## src/rtl/core/bhp_pkg.sv

```systemverilog
// Package for the pixel colour-space converter: beat types of the pixel and
// result channels and the fixed hue constants. Depends on nothing else.
package bhp_pkg;

  localparam int unsigned ChW = 8;

  // Hue scaling: 30 units per sector half, 180 units per full turn.
  localparam logic [7:0] HueRange = 8'd180;

  typedef struct packed {
    logic [ChW-1:0] blue;
    logic [ChW-1:0] green;
    logic [ChW-1:0] red;
  } pix_in_t;

  typedef struct packed {
    logic [ChW-1:0] hue;
    logic [ChW-1:0] saturation;
    logic [ChW-1:0] brightness;
  } hsv_out_t;

endpackage

```

## src/rtl/core/bgr_to_hsv_pixel_top.sv

```systemverilog
// Pipelined blue/green/red to hue/saturation/value converter, 8 bits per channel.
// Uses the beat types and hue constants of bhp_pkg.
//
//   channel | ports                       | beat type
//   --------+-----------------------------+-------------------
//   pixel   | in_valid, in_stall, in_data | bhp_pkg::pix_in_t
//   result  | out_valid, out_stall, out_data | bhp_pkg::hsv_out_t
//
// One pixel is taken per cycle while in_stall is low; it passes stages 1 and 2,
// the two restoring dividers, one quotient bit per stage, and the output stage.
// Reset is synchronous and clears only the valid bits of the stages.
// A stall on the result side freezes the whole pipeline in the same cycle, so
// in_stall is raised only while a finished result waits and out_stall is high.
module bgr_to_hsv_pixel_top (
  input  logic              clk,
  input  logic              rst_n,
  input  logic              in_valid,
  output logic              in_stall,
  input  bhp_pkg::pix_in_t  in_data,
  output logic              out_valid,
  input  logic              out_stall,
  output bhp_pkg::hsv_out_t out_data
);

  import bhp_pkg::*;

  localparam int unsigned DivBits = 8;
  localparam int unsigned RemW    = 17;
  localparam int unsigned DenW    = 9;

  localparam logic [1:0] SEC_RED   = 2'd0;
  localparam logic [1:0] SEC_GREEN = 2'd1;
  localparam logic [1:0] SEC_BLUE  = 2'd2;

  typedef struct packed {
    logic [ChW-1:0] mx;
    logic [ChW-1:0] d;
    logic [ChW:0]   u;       // signed channel difference shifted by d, 0..2d
    logic [1:0]     sector;
  } s1_t;

  typedef struct packed {
    logic [RemW-1:0]    rem_h;
    logic [DenW-1:0]    den_h;
    logic [DivBits-1:0] q_h;
    logic [RemW-1:0]    rem_s;
    logic [DenW-1:0]    den_s;
    logic [DivBits-1:0] q_s;
    logic [1:0]         sector;
    logic               grey;
    logic [ChW-1:0]     mx;
  } div_t;

  logic pipe_en;

  assign pipe_en  = !(out_valid && out_stall);
  assign in_stall = !pipe_en;

  // Stage 1: max, min, difference and sector of the largest channel.
  logic [ChW-1:0] mx_c, mn_c, hi_c, lo_c;
  logic [1:0]     sector_c;
  s1_t            s1_nxt, s1_r;
  logic           s1_valid_r;

  always_comb begin
    mx_c = in_data.red;
    mn_c = in_data.red;
    if (in_data.green > mx_c) mx_c = in_data.green;
    if (in_data.blue > mx_c)  mx_c = in_data.blue;
    if (in_data.green < mn_c) mn_c = in_data.green;
    if (in_data.blue < mn_c)  mn_c = in_data.blue;
    if (mx_c == in_data.red) begin
      sector_c = SEC_RED;
      hi_c     = in_data.green;
      lo_c     = in_data.blue;
    end else if (mx_c == in_data.green) begin
      sector_c = SEC_GREEN;
      hi_c     = in_data.blue;
      lo_c     = in_data.red;
    end else begin
      sector_c = SEC_BLUE;
      hi_c     = in_data.red;
      lo_c     = in_data.green;
    end
    s1_nxt.mx     = mx_c;
    s1_nxt.d      = mx_c - mn_c;
    s1_nxt.u      = {1'b0, hi_c} + {1'b0, s1_nxt.d} - {1'b0, lo_c};
    s1_nxt.sector = sector_c;
  end

  always_ff @(posedge clk) begin
    if (!rst_n) begin
      s1_valid_r <= 1'b0;
    end else if (pipe_en) begin
      s1_valid_r <= in_valid;
    end
  end

  always_ff @(posedge clk) begin
    if (pipe_en) begin
      s1_r <= s1_nxt;
    end
  end

  // Stage 2: dividends and divisors. The hue offset is (60u + d) / 2d, which
  // is the rounded sector fraction; saturation is (510d + mx) / 2mx.
  div_t s2_nxt, s2_r;
  logic s2_valid_r;

  always_comb begin
    s2_nxt.rem_h  = RemW'(s1_r.u) * RemW'(60) + RemW'(s1_r.d);
    s2_nxt.den_h  = {s1_r.d, 1'b0};
    s2_nxt.q_h    = '0;
    s2_nxt.rem_s  = (RemW'(s1_r.d) << 9) - (RemW'(s1_r.d) << 1) + RemW'(s1_r.mx);
    s2_nxt.den_s  = {s1_r.mx, 1'b0};
    s2_nxt.q_s    = '0;
    s2_nxt.sector = s1_r.sector;
    s2_nxt.grey   = (s1_r.d == '0);
    s2_nxt.mx     = s1_r.mx;
  end

  always_ff @(posedge clk) begin
    if (!rst_n) begin
      s2_valid_r <= 1'b0;
    end else if (pipe_en) begin
      s2_valid_r <= s1_valid_r;
    end
  end

  always_ff @(posedge clk) begin
    if (pipe_en) begin
      s2_r <= s2_nxt;
    end
  end

  // Division stages: each resolves one quotient bit of both dividers,
  // most significant first.
  div_t dv_r     [DivBits];
  logic dv_valid_r [DivBits];

  for (genvar i = 0; i < DivBits; i++) begin : g_div
    localparam int unsigned Shift = DivBits - 1 - i;

    div_t            cur, dv_nxt;
    logic            cur_valid;
    logic [RemW-1:0] sh_h, sh_s;
    logic            bit_h, bit_s;

    if (i == 0) begin : g_first
      assign cur       = s2_r;
      assign cur_valid = s2_valid_r;
    end else begin : g_rest
      assign cur       = dv_r[i-1];
      assign cur_valid = dv_valid_r[i-1];
    end

    always_comb begin
      sh_h   = RemW'(cur.den_h) << Shift;
      sh_s   = RemW'(cur.den_s) << Shift;
      bit_h  = (cur.rem_h >= sh_h);
      bit_s  = (cur.rem_s >= sh_s);
      dv_nxt = cur;
      dv_nxt.rem_h = bit_h ? cur.rem_h - sh_h : cur.rem_h;
      dv_nxt.rem_s = bit_s ? cur.rem_s - sh_s : cur.rem_s;
      dv_nxt.q_h   = {cur.q_h[DivBits-2:0], bit_h};
      dv_nxt.q_s   = {cur.q_s[DivBits-2:0], bit_s};
    end

    always_ff @(posedge clk) begin
      if (!rst_n) begin
        dv_valid_r[i] <= 1'b0;
      end else if (pipe_en) begin
        dv_valid_r[i] <= cur_valid;
      end
    end

    always_ff @(posedge clk) begin
      if (pipe_en) begin
        dv_r[i] <= dv_nxt;
      end
    end
  end

  // Output stage: add the sector base and wrap the red sector into 0..179.
  div_t           dl;
  logic [ChW-1:0] base_c, hue_sum_c;
  hsv_out_t       out_nxt, out_data_r;
  logic           out_valid_r;

  assign dl = dv_r[DivBits-1];

  always_comb begin
    case (dl.sector)
      SEC_RED:   base_c = 8'd150;
      SEC_GREEN: base_c = 8'd30;
      SEC_BLUE:  base_c = 8'd90;
      default:   base_c = 8'd0;
    endcase
    hue_sum_c = base_c + dl.q_h;
    if (hue_sum_c >= HueRange) begin
      hue_sum_c = hue_sum_c - HueRange;
    end
    out_nxt.hue        = dl.grey ? '0 : hue_sum_c;
    out_nxt.saturation = dl.grey ? '0 : dl.q_s;
    out_nxt.brightness = dl.mx;
  end

  always_ff @(posedge clk) begin
    if (!rst_n) begin
      out_valid_r <= 1'b0;
    end else if (pipe_en) begin
      out_valid_r <= dv_valid_r[DivBits-1];
    end
  end

  always_ff @(posedge clk) begin
    if (pipe_en) begin
      out_data_r <= out_nxt;
    end
  end

  assign out_valid = out_valid_r;
  assign out_data  = out_data_r;

`ifndef SYNTHESIS
  a_hue_range: assert property (@(posedge clk) disable iff (!rst_n)
    out_valid_r |-> (out_data_r.hue < HueRange))
    else $error("hue outside 0..179");

  a_black: assert property (@(posedge clk) disable iff (!rst_n)
    (out_valid_r && out_data_r.brightness == '0) |->
      (out_data_r.saturation == '0 && out_data_r.hue == '0))
    else $error("black pixel with non-zero hue or saturation");

  a_div_done: assert property (@(posedge clk) disable iff (!rst_n)
    (dv_valid_r[DivBits-1] && !dl.grey) |->
      (dl.rem_h < RemW'(dl.den_h) && dl.rem_s < RemW'(dl.den_s)))
    else $error("divider remainder not below divisor");

  a_freeze: assert property (@(posedge clk) disable iff (!rst_n)
    (!pipe_en && s1_valid_r) |=> (s1_valid_r && dv_valid_r[0] == $past(dv_valid_r[0])))
    else $error("pipeline moved while the result was stalled");
`endif

endmodule

```

## config.mk

```make
export PLATFORM = sky130hd
export DESIGN_NAME = bgr_to_hsv_pixel_top
export DESIGN_NICKNAME = d
export VERILOG_FILES = /design/src/rtl/core/bhp_pkg.sv /design/src/rtl/core/bgr_to_hsv_pixel_top.sv
export SDC_FILE = /design/constraint.sdc
export NUM_CORES = 1
export LEC_CHECK = 0
export ABC_AREA = 1
export BUFFER_PORTS_ARGS = -buffer_cell sky130_fd_sc_hd__buf_4
export CAP_MARGIN = 20
export CELL_PAD_IN_SITES_DETAIL_PLACEMENT = 1
export CELL_PAD_IN_SITES_GLOBAL_PLACEMENT = 2
export CORE_UTILIZATION = 39
export DETAILED_ROUTE_END_ITERATION = 8
export GPL_ROUTABILITY_DRIVEN = 0
export PLACE_DENSITY_LB_ADDON = 0.08
export SLEW_MARGIN = 15
export SYNTH_ARGS = -nofsm -noshare
export SYNTH_HDL_FRONTEND = slang
export SYNTH_SLANG_ARGS = --single-unit
```

## constraint.sdc

```tcl
create_clock -name clk -period 28 [get_ports clk]
set_input_delay 8.4 -clock clk [delete_from_list [all_inputs] [get_ports clk]]
set_output_delay 8.4 -clock clk [all_outputs]
set_load 0.01 [all_outputs]
```

Word-level counts from Yosys, hierarchy flattened
Memories as Yosys holds them, arrays and structs flattened. A register that Yosys moved wholly into a read port is not among the register bits.
Cells that the tools add are included.
W data, S select, Z words.
Word-level totals
  logic and storage cells: 119
  memories: 2
  output and inout port bits: 26
  register bits after elaboration: 106
  bits in writable memories: 640
Memories
  dv_r: words 8, bits a word 79, read ports 8, clocked after Yosys merged registers in 0, wr ports 8, RTL line bgr_to_hsv_pixel_top.sv:138  | div_t dv_r [DivBits];
  dv_valid_r: words 8, bits a word 1, read ports 8, clocked after Yosys merged registers in 1, wr ports 8, RTL line bgr_to_hsv_pixel_top.sv:139  | logic dv_valid_r [DivBits];
Cells by class
  multipliers: 1
  $lt $le $gt $ge: 21
  bitwise gates (word level): 8
  mux-type cells: 39
  add/subtract/negate cells: 24
  reductions and logical operators: 5
  eq/ne operators: 4
Operators by type and width (number)
  $mux W17: 16
  $mux W8: 9
  $sub A17 B9 Y17: 3
  $ge A17 B10 Y1: 2
  $ge A17 B11 Y1: 2
  $ge A17 B12 Y1: 2
  $ge A17 B13 Y1: 2
  $ge A17 B14 Y1: 2
  $ge A17 B15 Y1: 2
  $ge A17 B16 Y1: 2
  $ge A17 B9 Y1: 2
  $sub A17 B10 Y17: 2
  $sub A17 B11 Y17: 2
  $sub A17 B12 Y17: 2
  $sub A17 B13 Y17: 2
  $sub A17 B14 Y17: 2
  $sub A17 B15 Y17: 2
  $sub A17 B16 Y17: 2
  $pmux W8 S3: 1
  $add A17 B8 Y17: 1
  $add A15 B8 Y16: 1
  $eq A8 B8 Y1: 2
  $gt A8 B8 Y1: 2
  $lt A8 B8 Y1: 2
  16 further kinds: 35

Longest topological paths before layout
  depth after elaboration: 9
  gate-level depth with buffers: 46
  depth with buffers taken out: 43

Worst setup path before layout
No wires, ideal clock.
  kind: in2out
  start point: input port out_stall
  end point: output port in_stall
  slack: -1.413 ns
  required time: 19.600 ns
  cell stages on the path: 2
  buffers on the path: 0
  data arrival time: 21.013 ns
  cell sequence: nand2_1 inv_1
Between the ends
  longest elaborated chain between the ends: 1
RTL lines
  start: declaration: RTL line bgr_to_hsv_pixel_top.sv:21  | input logic out_stall,
  $logic_and A1 B1 Y1: RTL line bgr_to_hsv_pixel_top.sv:56  | assign pipe_en = !(out_valid && out_stall);
  end: declaration: RTL line bgr_to_hsv_pixel_top.sv:18  | output logic in_stall,
Every way passes these cells.

Worst setup path in the final report
Same ends and word-level chain as after synthesis.

==> impl_metrics.ini <==
[run_status]
status = finished, violations left
violations = DRC

[logic_synthesis]
netlist_top_cells_count = 540 x edfxtp_1, 394 x inv_1, 368 x nand2_1
synth_edf_count = 540
netlist_area_um2 = 28800
yosysMostFrequentCell = edfxtp_1
yosys_warnings = 0
synth_seq_cells = 544
synth_fp_nets = 2884
synth_flop_cell = edfxtp_1
ys_seq_area_share_pct = 56.5
synth_top_area_share_pct = 56.3
yosys-top-cells-area = edfxtp_1 56%, ha_1 8.9%, inv_1 5.1%
syn_avg_cell_area_um2 = 11.0
synthCells = 2612
synth_top_area_cell = edfxtp_1
netlist-cell-type-count = 56
synthArstFlopShare_pct = 0

[cells_and_area]
final_layout_size_suffix_gt1_share_pct = 7.90
final_util_pct = 44.1
diodes = 0
nets = 2982
syn_to_final_growth_pct = 12.0
design_area_um2 = 32300

[worst_setup_path]
cp_top_family = simple AND/OR/NAND/NOR gates
critPathKind = input pin to output pin
r2r_end = dv_r[1][116]
path_cells = buf_4, nand2_8, inv_1, buf_4
cpMostUsedCell = buf_4
crit_slowest_cell = nand2_8
path_max_fanout = 99
crit_buf_inv = 3
setup.worst_path.start_class = input pin
reg2reg_depth = 5
r2r-start = out_valid
slowest_delay_ns = 0.49
end_kind = output pin
worstPathRequired_ns = 19.60
reg2reg_slack_ns = 23.16
critPathArrivalTime_ns = 9.34
startpoint = out_stall

[sta]
min_period_ns = 17.74
drv_slew = 0
final.setup.tns_ns = 0
rsz0062_at_grt = no
finalHoldViolations = 0
clock.fmax_mhz = 56.4
max-slew-margin-rel_pct = 29.9
fin_skew_ns = 0.0297
setup_viol = 0
worst_pin_slew_ns = 1.05
min_period_over_period_pct = 63.4

[routing]
firstDrtPassIters = 7
dr_wl_met2_um = 32700
wire_per_inst_um = 16.2
via_per_inst = 4.91
drtIter0Drc = 743
drc_errors = 10
top_layer = met4
wl_met3_um = 1400
wl_met1_um = 24400
vias = 18200
postRouteAntennaNets = 0
wl_um = 60100

[cts]
cts_sinks = 544
root_buffer = clkbuf_16
cts_tree = yes
ctsResizeCount = 0
path_clk_slew_ns = 0.06
cts.htree.levels = 2
numCtsBuffers = 61
cts_hold_buf = 0
clockBufferDepth = 3
cts_setup_buffers = 0
clk_latency_ns = 0.62

[floorplan]
die_area_um2 = 75000
die_h_um = 274
start_util_pct = 39.4
die_x_um = 274
num_rows = 99
io_pins = 54
core_um2 = 73100

[hold_path]
hold_depth = 0
holdPathEnd = dv_r[1][255]
hold_path_startpoint = dv_r[1][175]
hold_class = register to register

[place]
hpwl_um = 46400
dpl_cell_area_um2 = 30300
io_buffer_count = 53

[grt]
grt_pass1_vias = 19500
grt_max_degree = 100
grt_overflow = 0
grt_pass1_wl_um = 97800
grt_usage_pct = 16.2
antenna_found_initial = 0

[job]
maxCapViolCount = 0
kinds of logic after synthesis:
group	synth area share, %
AOI/OAI and AO/OA	7.39
adders and majority gates	11.6
DFF	56.5
buffers and inverters	5.80
xor gates and xnor gates	5.32
and+or+nand+nor	13.3
muxes	0.0391
cell usage in the layout (no fill, tap or decap), types with 33 or more instances in the layout:
cell type  count
edfxtp_1     540
inv_1        394
nand2_1      367
ha_1         204
nor2_1       192
o21ai_0      168
a21oi_1      159
nand3_1      119
xor2_1       116
clkbuf_16     62
buf_4         61
xnor2_1       59
fa_1          40
nor3_1        33
state kept, by name (all words and copies together), names as in the netlist:
signal and count:
out_valid 1, g_div.cur_valid 1, g_div.cur 49, out_data 24, s1_valid_r 1, dv_r 433
dv_valid_r 8, s1_r 27
stage by stage:
step	hold WS, ns	setup slack [ns]	instances
2_1_floorplan	0.400	4.06	2612
3_3_place_gp	0.401	10.18	3605
3_5_place_dp	0.405	10.18	3605
4_1_cts	0.409	10.18	3716
5_1_grt	0.415	10.14	3717
6_report	0.405	10.26	3717
worst max-delay path by stage:
stage | endpoint | slack, ns | cells past startpoint
2_1_floorplan | in_stall | 4.06 | 2
3_3_place_gp | in_stall | 10.18 | 4
3_5_place_dp | in_stall | 10.18 | 4
4_1_cts | in_stall | 10.18 | 4
5_1_grt | in_stall | 10.14 | 4
6_report | in_stall | 10.26 | 4
layer usage:
layer,track usage (%),up-vias
met4,5.04,0
met1,17.7,8788
met5,0,-
met3,2.23,105
li1,-,9186
met2,31.7,170
cell type report:
class	instances	area [um^2]
Timing Repair Buffer	61	458
Multi-Input combinational cell	1645	10900
Fill cell	7921	40800
Clock buffer	69	1580
Inverter	397	1490
Tap cell	959	1200
Sequential cell	544	16300
Clock inverter	42	375
Power is left out: the tool's default activity adds up to more than one toggle a clock period on the data nets, which glitch-free logic cannot reach.
